--- config.mk ---
export PLATFORM = sky130hd
export DESIGN_NAME = sorted_priority_queue_unit_flat
export DESIGN_NICKNAME = d
export VERILOG_FILES = /design/src/rtl/core/spq_pkg.sv /design/src/rtl/core/spq_if.sv /design/src/rtl/core/spq_ram.sv /design/src/rtl/core/spq_ctrl.sv /design/src/rtl/core/spq_datapath.sv /design/src/rtl/core/sorted_priority_queue_unit.sv /design/src/flat_wrapper.sv
export SDC_FILE = /design/constraint.sdc
export NUM_CORES = 1
export LEC_CHECK = 0
export BUFFER_PORTS_ARGS = -buffer_cell sky130_fd_sc_hd__clkbuf_2
export CORE_MARGIN = 1.5
export CORE_UTILIZATION = 25
export DETAILED_ROUTE_END_ITERATION = 6
export PLACE_DENSITY = 0.46
export SETUP_SLACK_MARGIN = 0.4
export SLEW_MARGIN = 25
export SYNTH_ARGS = -nofsm -noshare
export SYNTH_HDL_FRONTEND = slang
export SYNTH_HIERARCHICAL = 1
export SYNTH_SLANG_ARGS = --single-unit
export TNS_END_PERCENT = 30
--- constraint.sdc ---
create_clock -name clock -period 6.62 [get_ports clock]
set_input_delay 0.331 -clock clock [delete_from_list [all_inputs] [get_ports clock]]
set_output_delay 0.331 -clock clock [all_outputs]
set_load 0.02 [all_outputs]
--- src/rtl/core/spq_pkg.sv ---
// ----------------------------------------------------------------------------
// Sorted priority queue package
// Shared widths, codes and the command and status bundles that pass between
// the controller and the datapath.
// ----------------------------------------------------------------------------
package spq_pkg;

   localparam int TAG_W       = 24;
   localparam int PRIO_W      = 16;
   localparam int STATUS_W    = 2;
   localparam int COUNT_OUT_W = 5;
   localparam int ENTRY_W     = TAG_W + PRIO_W;

   localparam logic OP_ENQ = 1'b0;
   localparam logic OP_DEQ = 1'b1;

   localparam logic [STATUS_W-1:0] ST_OK    = 2'd0;
   localparam logic [STATUS_W-1:0] ST_EMPTY = 2'd1;
   localparam logic [STATUS_W-1:0] ST_FULL  = 2'd2;

   typedef struct packed {
      logic capture;
      logic drop_full;
      logic deq_empty;
      logic enq_empty;
      logic enq_start;
      logic shift;
      logic place;
      logic deq;
      logic load_front;
   } spq_cmd_type;

   typedef struct packed {
      logic is_enq;
      logic full;
      logic empty;
      logic one_left;
      logic gt;
      logic last;
   } spq_stat_type;

endpackage

--- src/rtl/core/spq_if.sv ---
// ----------------------------------------------------------------------------
// Sorted priority queue channels
// Valid/ready channels for request beats and response beats.
// ----------------------------------------------------------------------------
interface spq_req_if import spq_pkg::*; ();
   logic                     valid;
   logic                     ready;
   logic                     op;
   logic [TAG_W-1:0]         tag;
   logic signed [PRIO_W-1:0] priority_req;

   modport source (output valid, output op, output tag, output priority_req, input ready);
   modport sink   (input valid, input op, input tag, input priority_req, output ready);
endinterface

interface spq_rsp_if import spq_pkg::*; ();
   logic                   valid;
   logic                   ready;
   logic [STATUS_W-1:0]    status;
   logic [TAG_W-1:0]       out_tag;
   logic [COUNT_OUT_W-1:0] count;
   logic                   is_empty;
   logic [TAG_W-1:0]       front_tag;
   logic [TAG_W-1:0]       rear_tag;

   modport source (output valid, output status, output out_tag, output count,
                   output is_empty, output front_tag, output rear_tag, input ready);
   modport sink   (input valid, input status, input out_tag, input count,
                   input is_empty, input front_tag, input rear_tag, output ready);
endinterface

--- src/rtl/core/spq_ram.sv ---
// ----------------------------------------------------------------------------
// Sorted priority queue RAM
// Simple dual-port memory with one write port and one registered read port.
// ----------------------------------------------------------------------------
module spq_ram #(
   parameter int WIDTH = 40,
   parameter int DEPTH = 16
) (
   input  logic                     clock,
   input  logic                     wr_en,
   input  logic [$clog2(DEPTH)-1:0] wr_addr,
   input  logic [WIDTH-1:0]         wr_data,
   input  logic [$clog2(DEPTH)-1:0] rd_addr,
   output logic [WIDTH-1:0]         rd_data
);

   logic [WIDTH-1:0] mem_ff [DEPTH];
   logic [WIDTH-1:0] rd_data_ff;

   always_ff @(posedge clock) begin
      if (wr_en) begin
         mem_ff[wr_addr] <= wr_data;
      end
      rd_data_ff <= mem_ff[rd_addr];
   end

   assign rd_data = rd_data_ff;

endmodule

--- src/rtl/core/spq_ctrl.sv ---
// ----------------------------------------------------------------------------
// Sorted priority queue controller
// Sequences one request through decode, the sorted-insert walk or the front
// reload, and the response beat.
// ----------------------------------------------------------------------------
module spq_ctrl import spq_pkg::*; (
   input  logic         clock,
   input  logic         reset,
   input  logic         req_valid,
   output logic         req_ready,
   output logic         rsp_valid,
   input  logic         rsp_ready,
   input  spq_stat_type stat,
   output spq_cmd_type  cmd
);

   localparam logic [2:0] S_IDLE      = 3'd0;
   localparam logic [2:0] S_DECIDE    = 3'd1;
   localparam logic [2:0] S_ENQ_CMP   = 3'd2;
   localparam logic [2:0] S_ENQ_PLACE = 3'd3;
   localparam logic [2:0] S_DEQ_LOAD  = 3'd4;
   localparam logic [2:0] S_RESP      = 3'd5;

   logic [2:0] state_ff;
   logic [2:0] state_in;

   always_comb begin
      state_in  = state_ff;
      cmd       = '0;
      req_ready = 1'b0;
      rsp_valid = 1'b0;
      case (state_ff)
         S_IDLE: begin
            req_ready = 1'b1;
            if (req_valid) begin
               cmd.capture = 1'b1;
               state_in    = S_DECIDE;
            end
         end
         S_DECIDE: begin
            if (stat.is_enq) begin
               if (stat.full) begin
                  cmd.drop_full = 1'b1;
                  state_in      = S_RESP;
               end else if (stat.empty) begin
                  cmd.enq_empty = 1'b1;
                  state_in      = S_RESP;
               end else begin
                  cmd.enq_start = 1'b1;
                  state_in      = S_ENQ_CMP;
               end
            end else begin
               if (stat.empty) begin
                  cmd.deq_empty = 1'b1;
                  state_in      = S_RESP;
               end else begin
                  cmd.deq  = 1'b1;
                  state_in = stat.one_left ? S_RESP : S_DEQ_LOAD;
               end
            end
         end
         S_ENQ_CMP: begin
            if (stat.gt) begin
               cmd.shift = 1'b1;
               if (stat.last) begin
                  state_in = S_ENQ_PLACE;
               end
            end else begin
               cmd.place = 1'b1;
               state_in  = S_RESP;
            end
         end
         S_ENQ_PLACE: begin
            cmd.place = 1'b1;
            state_in  = S_RESP;
         end
         S_DEQ_LOAD: begin
            cmd.load_front = 1'b1;
            state_in       = S_RESP;
         end
         S_RESP: begin
            rsp_valid = 1'b1;
            if (rsp_ready) begin
               state_in = S_IDLE;
            end
         end
         default: begin
            state_in = S_IDLE;
         end
      endcase
   end

   always_ff @(posedge clock) begin
      if (reset) begin
         state_ff <= S_IDLE;
      end else begin
         state_ff <= state_in;
      end
   end

endmodule

--- src/rtl/core/spq_datapath.sv ---
// ----------------------------------------------------------------------------
// Sorted priority queue datapath
// Circular entry store in RAM with head pointer and count, a backward walk
// that shifts larger entries up by one slot, and the response registers.
// ----------------------------------------------------------------------------
module spq_datapath import spq_pkg::*; #(
   parameter int CAPACITY = 16
) (
   input  logic                     clock,
   input  logic                     reset,
   input  spq_cmd_type              cmd,
   output spq_stat_type             stat,
   input  logic                     req_op,
   input  logic [TAG_W-1:0]         req_tag,
   input  logic signed [PRIO_W-1:0] req_priority_req,
   output logic [STATUS_W-1:0]      rsp_status,
   output logic [TAG_W-1:0]         rsp_out_tag,
   output logic [COUNT_OUT_W-1:0]   rsp_count,
   output logic                     rsp_is_empty,
   output logic [TAG_W-1:0]         rsp_front_tag,
   output logic [TAG_W-1:0]         rsp_rear_tag
);

   localparam int IW = $clog2(CAPACITY);
   localparam int CW = IW + 1;

   function automatic logic [IW-1:0] idx_inc(input logic [IW-1:0] i);
      return (i == IW'(CAPACITY - 1)) ? '0 : i + 1'b1;
   endfunction

   function automatic logic [IW-1:0] idx_dec(input logic [IW-1:0] i);
      return (i == '0) ? IW'(CAPACITY - 1) : i - 1'b1;
   endfunction

   logic                     op_ff;
   logic [TAG_W-1:0]         tag_ff;
   logic signed [PRIO_W-1:0] prio_ff;
   logic [IW-1:0]            head_ff, head_in;
   logic [CW-1:0]            count_ff, count_in;
   logic [TAG_W-1:0]         front_ff, front_in;
   logic [TAG_W-1:0]         rear_ff, rear_in;
   logic [IW-1:0]            idx_ff, idx_in;
   logic [CW-1:0]            remain_ff, remain_in;
   logic                     first_ff, first_in;
   logic                     at_front_ff, at_front_in;
   logic [STATUS_W-1:0]      status_ff, status_in;
   logic [TAG_W-1:0]         out_tag_ff, out_tag_in;

   logic                     wr_en;
   logic [IW-1:0]            wr_addr;
   logic [ENTRY_W-1:0]       wr_data;
   logic [IW-1:0]            rd_addr;
   logic [ENTRY_W-1:0]       rd_data;
   logic [TAG_W-1:0]         rd_tag;
   logic signed [PRIO_W-1:0] rd_prio;
   logic [CW-1:0]            rear_sum;
   logic [IW-1:0]            rear_idx;
   logic [IW-1:0]            head_next;
   logic [CW+COUNT_OUT_W-1:0] count_wide;

   spq_ram #(
      .WIDTH (ENTRY_W),
      .DEPTH (CAPACITY)
   ) u_ram (
      .clock   (clock),
      .wr_en   (wr_en),
      .wr_addr (wr_addr),
      .wr_data (wr_data),
      .rd_addr (rd_addr),
      .rd_data (rd_data)
   );

   assign rd_tag    = rd_data[ENTRY_W-1:PRIO_W];
   assign rd_prio   = $signed(rd_data[PRIO_W-1:0]);
   assign rear_sum  = ({1'b0, head_ff} + count_ff) - CW'(1);
   assign rear_idx  = (rear_sum >= CW'(CAPACITY)) ? IW'(rear_sum - CW'(CAPACITY))
                                                  : IW'(rear_sum);
   assign head_next = idx_inc(head_ff);

   assign stat.is_enq   = (op_ff == OP_ENQ);
   assign stat.full     = (count_ff == CW'(CAPACITY));
   assign stat.empty    = (count_ff == '0);
   assign stat.one_left = (count_ff == CW'(1));
   assign stat.gt       = (rd_prio > prio_ff);
   assign stat.last     = (remain_ff == CW'(1));

   always_comb begin
      head_in     = head_ff;
      count_in    = count_ff;
      front_in    = front_ff;
      rear_in     = rear_ff;
      idx_in      = idx_ff;
      remain_in   = remain_ff;
      first_in    = first_ff;
      at_front_in = at_front_ff;
      status_in   = status_ff;
      out_tag_in  = out_tag_ff;
      wr_en       = 1'b0;
      wr_addr     = idx_inc(idx_ff);
      wr_data     = {tag_ff, prio_ff};
      rd_addr     = idx_ff;

      if (cmd.capture) begin
         status_in  = ST_OK;
         out_tag_in = '0;
      end
      if (cmd.drop_full) begin
         status_in = ST_FULL;
      end
      if (cmd.deq_empty) begin
         status_in = ST_EMPTY;
      end
      if (cmd.enq_empty) begin
         wr_en    = 1'b1;
         wr_addr  = head_ff;
         count_in = CW'(1);
         front_in = tag_ff;
         rear_in  = tag_ff;
      end
      if (cmd.enq_start) begin
         rd_addr     = rear_idx;
         idx_in      = rear_idx;
         remain_in   = count_ff;
         first_in    = 1'b1;
         at_front_in = 1'b0;
      end
      if (cmd.shift) begin
         wr_en       = 1'b1;
         wr_data     = rd_data;
         rd_addr     = idx_dec(idx_ff);
         idx_in      = idx_dec(idx_ff);
         remain_in   = remain_ff - 1'b1;
         first_in    = 1'b0;
         at_front_in = stat.last;
      end
      if (cmd.place) begin
         wr_en    = 1'b1;
         count_in = count_ff + 1'b1;
         if (first_ff) begin
            rear_in = tag_ff;
         end
         if (at_front_ff) begin
            front_in = tag_ff;
         end
      end
      if (cmd.deq) begin
         out_tag_in = front_ff;
         head_in    = head_next;
         count_in   = count_ff - 1'b1;
         rd_addr    = head_next;
         if (stat.one_left) begin
            front_in = '0;
            rear_in  = '0;
         end
      end
      if (cmd.load_front) begin
         front_in = rd_tag;
      end
   end

   always_ff @(posedge clock) begin
      if (cmd.capture) begin
         op_ff   <= req_op;
         tag_ff  <= req_tag;
         prio_ff <= req_priority_req;
      end
      idx_ff      <= idx_in;
      remain_ff   <= remain_in;
      first_ff    <= first_in;
      at_front_ff <= at_front_in;
      status_ff   <= status_in;
      out_tag_ff  <= out_tag_in;
   end

   always_ff @(posedge clock) begin
      if (reset) begin
         head_ff  <= '0;
         count_ff <= '0;
         front_ff <= '0;
         rear_ff  <= '0;
      end else begin
         head_ff  <= head_in;
         count_ff <= count_in;
         front_ff <= front_in;
         rear_ff  <= rear_in;
      end
   end

   assign count_wide    = {{COUNT_OUT_W{1'b0}}, count_ff};
   assign rsp_status    = status_ff;
   assign rsp_out_tag   = out_tag_ff;
   assign rsp_count     = count_wide[COUNT_OUT_W-1:0];
   assign rsp_is_empty  = (count_ff == '0);
   assign rsp_front_tag = front_ff;
   assign rsp_rear_tag  = rear_ff;

endmodule

--- src/rtl/core/sorted_priority_queue_unit.sv ---
// ----------------------------------------------------------------------------
// Sorted priority queue unit
// Bounded min-first priority queue kept in sorted order in a circular RAM.
//
//   Channel   Direction  Beat contents
//   req_bus   in         op, tag, priority_req
//   rsp_bus   out        status, out_tag, count, is_empty, front_tag, rear_tag
//
// A dequeue passes through decode and, unless it empties the queue, a front reload
// before the response beat. An enqueue that is dropped or lands in an empty queue
// goes straight from decode to the response; any other walks back from the rear,
// one entry per cycle over the single RAM port pair, shifting each larger entry.
// One request is handled at a time; a stalled response holds the unit.
// Reset empties the queue at once; the RAM needs no clearing pass.
// ----------------------------------------------------------------------------
module sorted_priority_queue_unit import spq_pkg::*; #(
   parameter int CAPACITY = 16
) (
   input  logic clock,
   input  logic reset,
   spq_req_if.sink   req_bus,
   spq_rsp_if.source rsp_bus
);

   spq_cmd_type  cmd;
   spq_stat_type stat;

   spq_ctrl u_ctrl (
      .clock     (clock),
      .reset     (reset),
      .req_valid (req_bus.valid),
      .req_ready (req_bus.ready),
      .rsp_valid (rsp_bus.valid),
      .rsp_ready (rsp_bus.ready),
      .stat      (stat),
      .cmd       (cmd)
   );

   spq_datapath #(
      .CAPACITY (CAPACITY)
   ) u_datapath (
      .clock            (clock),
      .reset            (reset),
      .cmd              (cmd),
      .stat             (stat),
      .req_op           (req_bus.op),
      .req_tag          (req_bus.tag),
      .req_priority_req (req_bus.priority_req),
      .rsp_status       (rsp_bus.status),
      .rsp_out_tag      (rsp_bus.out_tag),
      .rsp_count        (rsp_bus.count),
      .rsp_is_empty     (rsp_bus.is_empty),
      .rsp_front_tag    (rsp_bus.front_tag),
      .rsp_rear_tag     (rsp_bus.rear_tag)
   );

endmodule

--- src/flat_wrapper.sv ---
// flat-port wrapper written by rule: the top's interface ports become plain ports
module sorted_priority_queue_unit_flat import spq_pkg::*;
#(
   parameter int CAPACITY = 16
)
  (clock, reset, req_bus_valid, req_bus_op, req_bus_tag, req_bus_priority_req, req_bus_ready, rsp_bus_valid, rsp_bus_status, rsp_bus_out_tag, rsp_bus_count, rsp_bus_is_empty, rsp_bus_front_tag, rsp_bus_rear_tag, rsp_bus_ready);
  spq_req_if req_bus_i ();
  spq_rsp_if rsp_bus_i ();
  input  logic clock;
  input  logic reset;
  input wire logic [$bits(req_bus_i.valid)-1:0] req_bus_valid;
  input wire logic [$bits(req_bus_i.op)-1:0] req_bus_op;
  input wire logic [$bits(req_bus_i.tag)-1:0] req_bus_tag;
  input wire logic [$bits(req_bus_i.priority_req)-1:0] req_bus_priority_req;
  output wire logic [$bits(req_bus_i.ready)-1:0] req_bus_ready;
  output wire logic [$bits(rsp_bus_i.valid)-1:0] rsp_bus_valid;
  output wire logic [$bits(rsp_bus_i.status)-1:0] rsp_bus_status;
  output wire logic [$bits(rsp_bus_i.out_tag)-1:0] rsp_bus_out_tag;
  output wire logic [$bits(rsp_bus_i.count)-1:0] rsp_bus_count;
  output wire logic [$bits(rsp_bus_i.is_empty)-1:0] rsp_bus_is_empty;
  output wire logic [$bits(rsp_bus_i.front_tag)-1:0] rsp_bus_front_tag;
  output wire logic [$bits(rsp_bus_i.rear_tag)-1:0] rsp_bus_rear_tag;
  input wire logic [$bits(rsp_bus_i.ready)-1:0] rsp_bus_ready;
  assign req_bus_i.valid = req_bus_valid;
  assign req_bus_i.op = req_bus_op;
  assign req_bus_i.tag = req_bus_tag;
  assign req_bus_i.priority_req = req_bus_priority_req;
  assign req_bus_ready = req_bus_i.ready;
  assign rsp_bus_valid = rsp_bus_i.valid;
  assign rsp_bus_status = rsp_bus_i.status;
  assign rsp_bus_out_tag = rsp_bus_i.out_tag;
  assign rsp_bus_count = rsp_bus_i.count;
  assign rsp_bus_is_empty = rsp_bus_i.is_empty;
  assign rsp_bus_front_tag = rsp_bus_i.front_tag;
  assign rsp_bus_rear_tag = rsp_bus_i.rear_tag;
  assign rsp_bus_i.ready = rsp_bus_ready;
  sorted_priority_queue_unit #(.CAPACITY(CAPACITY)) u_core (.clock(clock), .reset(reset), .req_bus(req_bus_i), .rsp_bus(rsp_bus_i));
endmodule
== Word-level counts from Yosys, hierarchy flattened ==
Memory sizes are Yosys's and may differ from the RTL's. A register that Yosys moved wholly into a read port is not among the register bits.
Cells that the tools add are included.
Word-level totals
  register bits after elaboration: 138
  memory bits (writable): 640
  logic and storage cells: 113
  memories: 1
Operators by class
  $add $sub $neg: 9
  order comparisons: 2
  equal/unequal tests: 13
  muxes and demuxes: 65
  reductions and logical operators: 9
Memories
  u_core.u_datapath.u_ram.mem_ff: depth 16, width 40, read ports 1, clocked after memory_dff 1, wr ports 1, RTL line spq_ram.sv:17  | logic [WIDTH-1:0] mem_ff [DEPTH];
Operators with widths (count)
  $mux 24: 13
  $mux 40: 1
  $mux 4: 9
  $mux 5: 5
  $mux 3: 8
  $mux 1: 23
  $gt 16x16->1: 1
  $pmux 3 s5: 1
  $sub 5x1->5 const B: 3
  $eq 5x1->1 const B: 2
  $add 4x1->4 const B: 2
  $eq 4x4->1 const B: 2
  $mux 2: 4
  $sub 4x1->4 const B: 2
  $eq 3x2->1 const B: 2
  $eq 3x3->1 const B: 2
  $reduce_bool 2->1: 3
  $add 4x5->5: 1
  $add 5x1->5 const B: 1
  $eq 5x5->1 const B: 1
  $ge 5x5->1 const B: 1
  $logic_not 5->1: 1
  $logic_not 4->1: 1
  $ne 2x2->1 const B: 2
  7 further kinds: 7

== Depth between registers and ports, before layout ==
  depth after elaboration: 11
  depth in mapped cells: 19

== By module ==
Netlist, hierarchy kept.
Modules (own cells, without submodules)
  spq_ram: instances 1, cells an instance 1040, area an instance 25131.6 um2, seq. area each 20019.2 um2
  spq_datapath: instances 1, cells an instance 606, area an instance 6673.9 um2, seq. area each 3413.3 um2
  spq_ctrl: instances 1, cells an instance 39, area an instance 295.3 um2, seq. area each 60.1 um2

== Worst setup path before layout ==
Ideal clock, no wire load.
  path kind: register to register
  from: reg u_core.u_datapath.count_ff[0] (netlist: u_core/u_datapath/rsp_count[0])
  to: mem u_core.u_datapath.u_ram.mem_ff[0][0] (enable)
  library setup time: 487 ps
  arrival time: 5273 ps
  data required time: 6133 ps
  setup slack: 860 ps
  cell stages (with the launch flop): 14
  buffers on the path: 3
  cells stage by stage: dfxtp_1 > inv_1 > ha_1 > nand2_1 > nor2_1 > buf_4 > nand2_1 > nor2_1 > buf_6 > buf_2 > a311oi_1 > a21o_1 > or3b_2 > nor3_1
RTL lines
  from (decl): RTL line spq_datapath.sv:39  | logic [CW-1:0] count_ff, count_in;
  from (signal assigned): RTL line spq_datapath.sv:183  | count_ff <= count_in;
  to (decl): RTL line spq_ram.sv:17

==> summary.md <==
### Finish
• 12500 — Filler cells
• 23490 µm² — area occupied by registers
• 1966 — Nets
• 38180 µm² — post-route cell area
• sky130_fd_sc_hd__edfxtp_1 — commonest non-fill, non-tap cell in the layout
• 0.2994 — utilization of the core after routing
• 8011 µm² — multi-input combinational cell area
• sky130_fd_sc_hd__edfxtp_1, sky130_fd_sc_hd__clkbuf_2, sky130_fd_sc_hd__nand2_1, sky130_fd_sc_hd__dfxtp_1, sky130_fd_sc_hd__mux4_2 — commonest cells after routing, fill and taps aside
• 18.93% — Synth-to-Final Area Change
• 3629 — final std cells w/o fill
• 0.2499 — layout cells sized above 1

### Setup path
• 105 — critical path peak fanout
• 5930 ps — Crit path arrival time
• register — critical path endpoint category
• register to register — Crit Path Category
• inv_1 > ha_1 > a21oi_1 > o21ai_0 > a311oi_1 > nand3_1 > mux2i_1 > nand2b_1 > nor2b_4 > buf_4 > a211oi_1 > a21oi_1 > mux2_8 > buf_4 > mux4_2 > a22oi_1 > nand2_1 — worst-path cell chain
• 7140 ps — data required time at the worst endpoint
• 870 ps — stage delay of the slowest cell on the critical path
• register — kind of launch point of the worst setup path
• multiplexers — kind of cell with the highest combined delay on the critical path
• 3 — count of buffer and inverter cells on the critical path
• sky130_fd_sc_hd__mux2_8 — slowest library cell on the worst path

### Clock tree
• 650 ps — later-pin clock latency in the skew report
• 60 ps — clk slew on worst S/H paths
• 0 — number of gates resized after CTS
• 3 — number of H-tree branching levels
• 3 — buffers from clock root to sink, at most
• 0 — number of post-CTS setup repair buffers
• yes — TritonCTS clock tree
• 42 — number of buffers inserted for hold repair after clock tree synthesis
• 90 — number of CTS-inserted buffers
• sky130_fd_sc_hd__clkbuf_16 — CTS root buf
• 818 — clock sink total

### Global routing
• 106 — maximum number of pins on one net before global-route repair
• 0.1281 — GR Util All Layers
• 16740 — via count of the first global-routing pass
• 0 — total gr overflow
• 121.7 mm — global-route wire length before repair
• 3 — antenna violations before repair

### Routing
• 0 — total DRC errors in the routed layout
• 4.550 — ratio of routed vias to standard cells
• 16510 — routed via count
• 5 — DRT Pass-1 Iters
• 0 — Routed Antenna Nets
• 1453 — initial detailed-routing violation count
• 23.33 µm — wire per inst
• 84.65 mm — Detailed Route WL

### Die
• 0.2517 — initial core utilization
• 130600 µm² — die outline area
• 127 — number of top-level pins
• 131 — number of rows created at floorplan
• 361.3 µm — Die Width
• 127500 µm² — Core ar.
• 361.3 µm — Chip Height

### Timing
• 0.3286 — remaining max-slew budget at the tightest pin
• 0 ps — Total Negative Setup Slacks
• 0 — final count of hold timing violations
• 0.8163 — final worst path period share
• 5404 ps — time the final worst path needs with I/O delays and setup
• 0 — count of final max-slew check failures
• false — RSZ-0062 raised after global routing
• 1000 ps — Worst Max-Slew Pin Slew
• 36.07 ps — worst clock skew on the final layout
• 0 — Setup Viol. Count Final
• 0.1850 GHz — upper clock frequency limit

### Pwr
• 459.1 nW/µm² — power per standard cell area
• 0.3081 mV — Max IR drop VDD
• 12.95 nW — Leak

### Synthesis
• 818 — post-synthesis register bit count
• sky130_fd_sc_hd__edfxtp_1 — Post-synth top flop
• 0 — Async S/R FF share, synth
• 19.05 µm² — Synth Area per Inst
• 6 — number of synthesis warnings
• 1685 — count of mapped cells out of synthesis
• 32100 µm² — Cell Area, Synth
• 0.7318 — register area share after synthesis
• 72 — synth unique cells
• 1760 — Syn Nets
• 711 — count of flip-flops with a built-in enable after synthesis

### Placement
• 126 — number of buffer cells added on primary ports
• 46.68 mm — half-perimeter wire length of the detailed placement result
• 0.7202 — final weighted congestion of routability-driven global placement
• 34780 µm² — dpl cell area
• 3419 — cell count after placement

### Status
• finished, final reports clean — outcome

### Job
• 0 — max-cap violation count

### Min path
• input port to register — worst min path class

## registers in the layout (all words and copies together) (netlist names)
register                         cells
u_core/u_datapath/tag_ff            24
u_core/u_datapath/u_ram/mem_ff     640
u_core/u_datapath/rsp_count          5
u_core/u_ctrl/state_ff               3
u_core/u_datapath/prio_ff           16
u_core/u_datapath/head_ff            4
u_core/u_datapath/rsp_front_tag     24
u_core/u_datapath/op_ff              1
u_core/u_datapath/rsp_status         2
u_core/u_datapath/remain_ff          5
u_core/u_datapath/first_ff           1
u_core/u_datapath/idx_ff             4
u_core/u_datapath/rsp_rear_tag      24
u_core/u_datapath/rsp_out_tag       24
u_core/u_datapath/at_front_ff        1
u_core/u_datapath/u_ram/rd_data     40
## per-layer routing
layer,up-vias,wire length (µm),GRT usage
li1,7205,-,-
met1,8746,39770,0.1829
met2,449,39110,0.2042
met3,110,4100,0.01862
met4,2,1642,0.03172
met5,-,16,0
## worst reg2reg max path, cell delays in order (launching register included)
cell,delay [ps]
sky130_fd_sc_hd__edfxtp_1,360
sky130_fd_sc_hd__inv_1,160
sky130_fd_sc_hd__ha_1,290
sky130_fd_sc_hd__a21oi_1,160
sky130_fd_sc_hd__o21ai_0,100
sky130_fd_sc_hd__a311oi_1,370
sky130_fd_sc_hd__nand3_1,150
sky130_fd_sc_hd__mux2i_1,660
sky130_fd_sc_hd__nand2b_1,240
sky130_fd_sc_hd__nor2b_4,280
sky130_fd_sc_hd__buf_4,260
sky130_fd_sc_hd__a211oi_1,70
sky130_fd_sc_hd__a21oi_1,250
sky130_fd_sc_hd__mux2_8,870
sky130_fd_sc_hd__buf_4,450
sky130_fd_sc_hd__mux4_2,350
sky130_fd_sc_hd__a22oi_1,200
sky130_fd_sc_hd__nand2_1,80
## Yosys cell counts, drive strengths merged (2+ instances only)
master / number / share of area
a211oi: 8 / 0.0019
a21o: 4 / 0.00094
a21oi: 45 / 0.0075
a221oi: 2 / 0.00055
a22oi: 80 / 0.019
a2bb2oi: 24 / 0.010
a311oi: 2 / 0.00055
a31o: 2 / 0.00055
a31oi: 4 / 0.00078
and2: 28 / 0.0055
and3: 2 / 0.00039
buf: 58 / 0.017
clkbuf: 38 / 0.0044
dfxtp: 107 / 0.067
edfxtp: 711 / 0.67
ha: 29 / 0.011
inv: 37 / 0.0043
mux2: 28 / 0.0098
mux2i: 27 / 0.0084
mux4: 160 / 0.12
nand2: 124 / 0.014
nand2b: 10 / 0.0019
nand3: 6 / 0.0011
nand3b: 3 / 0.00070
nand4: 2 / 0.00039
nor2: 65 / 0.0094
nor2b: 6 / 0.0012
nor3: 12 / 0.0022
nor3b: 2 / 0.00062
nor4: 3 / 0.00078
nor4b: 2 / 0.00055
o21ai: 24 / 0.0039
o21ba: 2 / 0.00062
or2: 2 / 0.00039
or3b: 2 / 0.00062
xnor2: 11 / 0.0032
## cell type report
type / count / share of cell area
flip-flops and latches: 818 / 0.6154
multi-input cells: 734 / 0.2099
clock buffers: 129 / 0.06633
well taps: 1662 / 0.05447
repair buffers: 210 / 0.03966
clock inverters: 37 / 0.01055
inverters: 37 / 0.003638
diodes: 2 / 0.0001311
## stage by stage
step / hold WS [ps] / power [mW] / setup slack [ps]
floorplan: 400.4 / 10.90 / 860.0
global placement: 439.8 / 12.64 / 1258
detailed placement: 445.8 / 12.73 / 1159
CTS: 27.70 / 17.79 / 1150
global route: 65.72 / 18.42 / 843.2
finish: 82.79 / 17.53 / 1216
## where the power goes
part	switching (mW)	internal (mW)	total, mW
Combinational	3.32	2.24	5.56
Sequential	0.423	6.56	6.98
Clock	2.04	2.94	4.98
## kinds of logic after synthesis
group	after synthesis	synth area share
buf+inv	133	0.02569
compound gates	206	0.04868
fa+ha+maj	30	0.01193
simple gates	271	0.04085
xor+xnor	12	0.003508
mux	215	0.1375
flops	818	0.7318
## worst paths after layout
kind | startpoint | endpoint | slack [ps] | depth (start not counted)
worst max-delay path | u_core/u_datapath/prio_ff[11]$_DFFE_PP_ | u_core/u_datapath/u_ram/rd_data[27]$_DFF_P_ | 1220 | 17
worst min register to register | u_core/u_datapath/rsp_rear_tag[13]$_SDFF_PP0_ | u_core/u_datapath/rsp_rear_tag[13]$_SDFF_PP0_ | 450 | 2
worst min-delay path | req_bus_valid | u_core/u_ctrl/state_ff[0]$_SDFFE_PP0P_ | 80 | 3
worst max register to register | u_core/u_datapath/prio_ff[11]$_DFFE_PP_ | u_core/u_datapath/u_ram/rd_data[27]$_DFF_P_ | 1220 | 17
(Power assumes the default switching activity.)
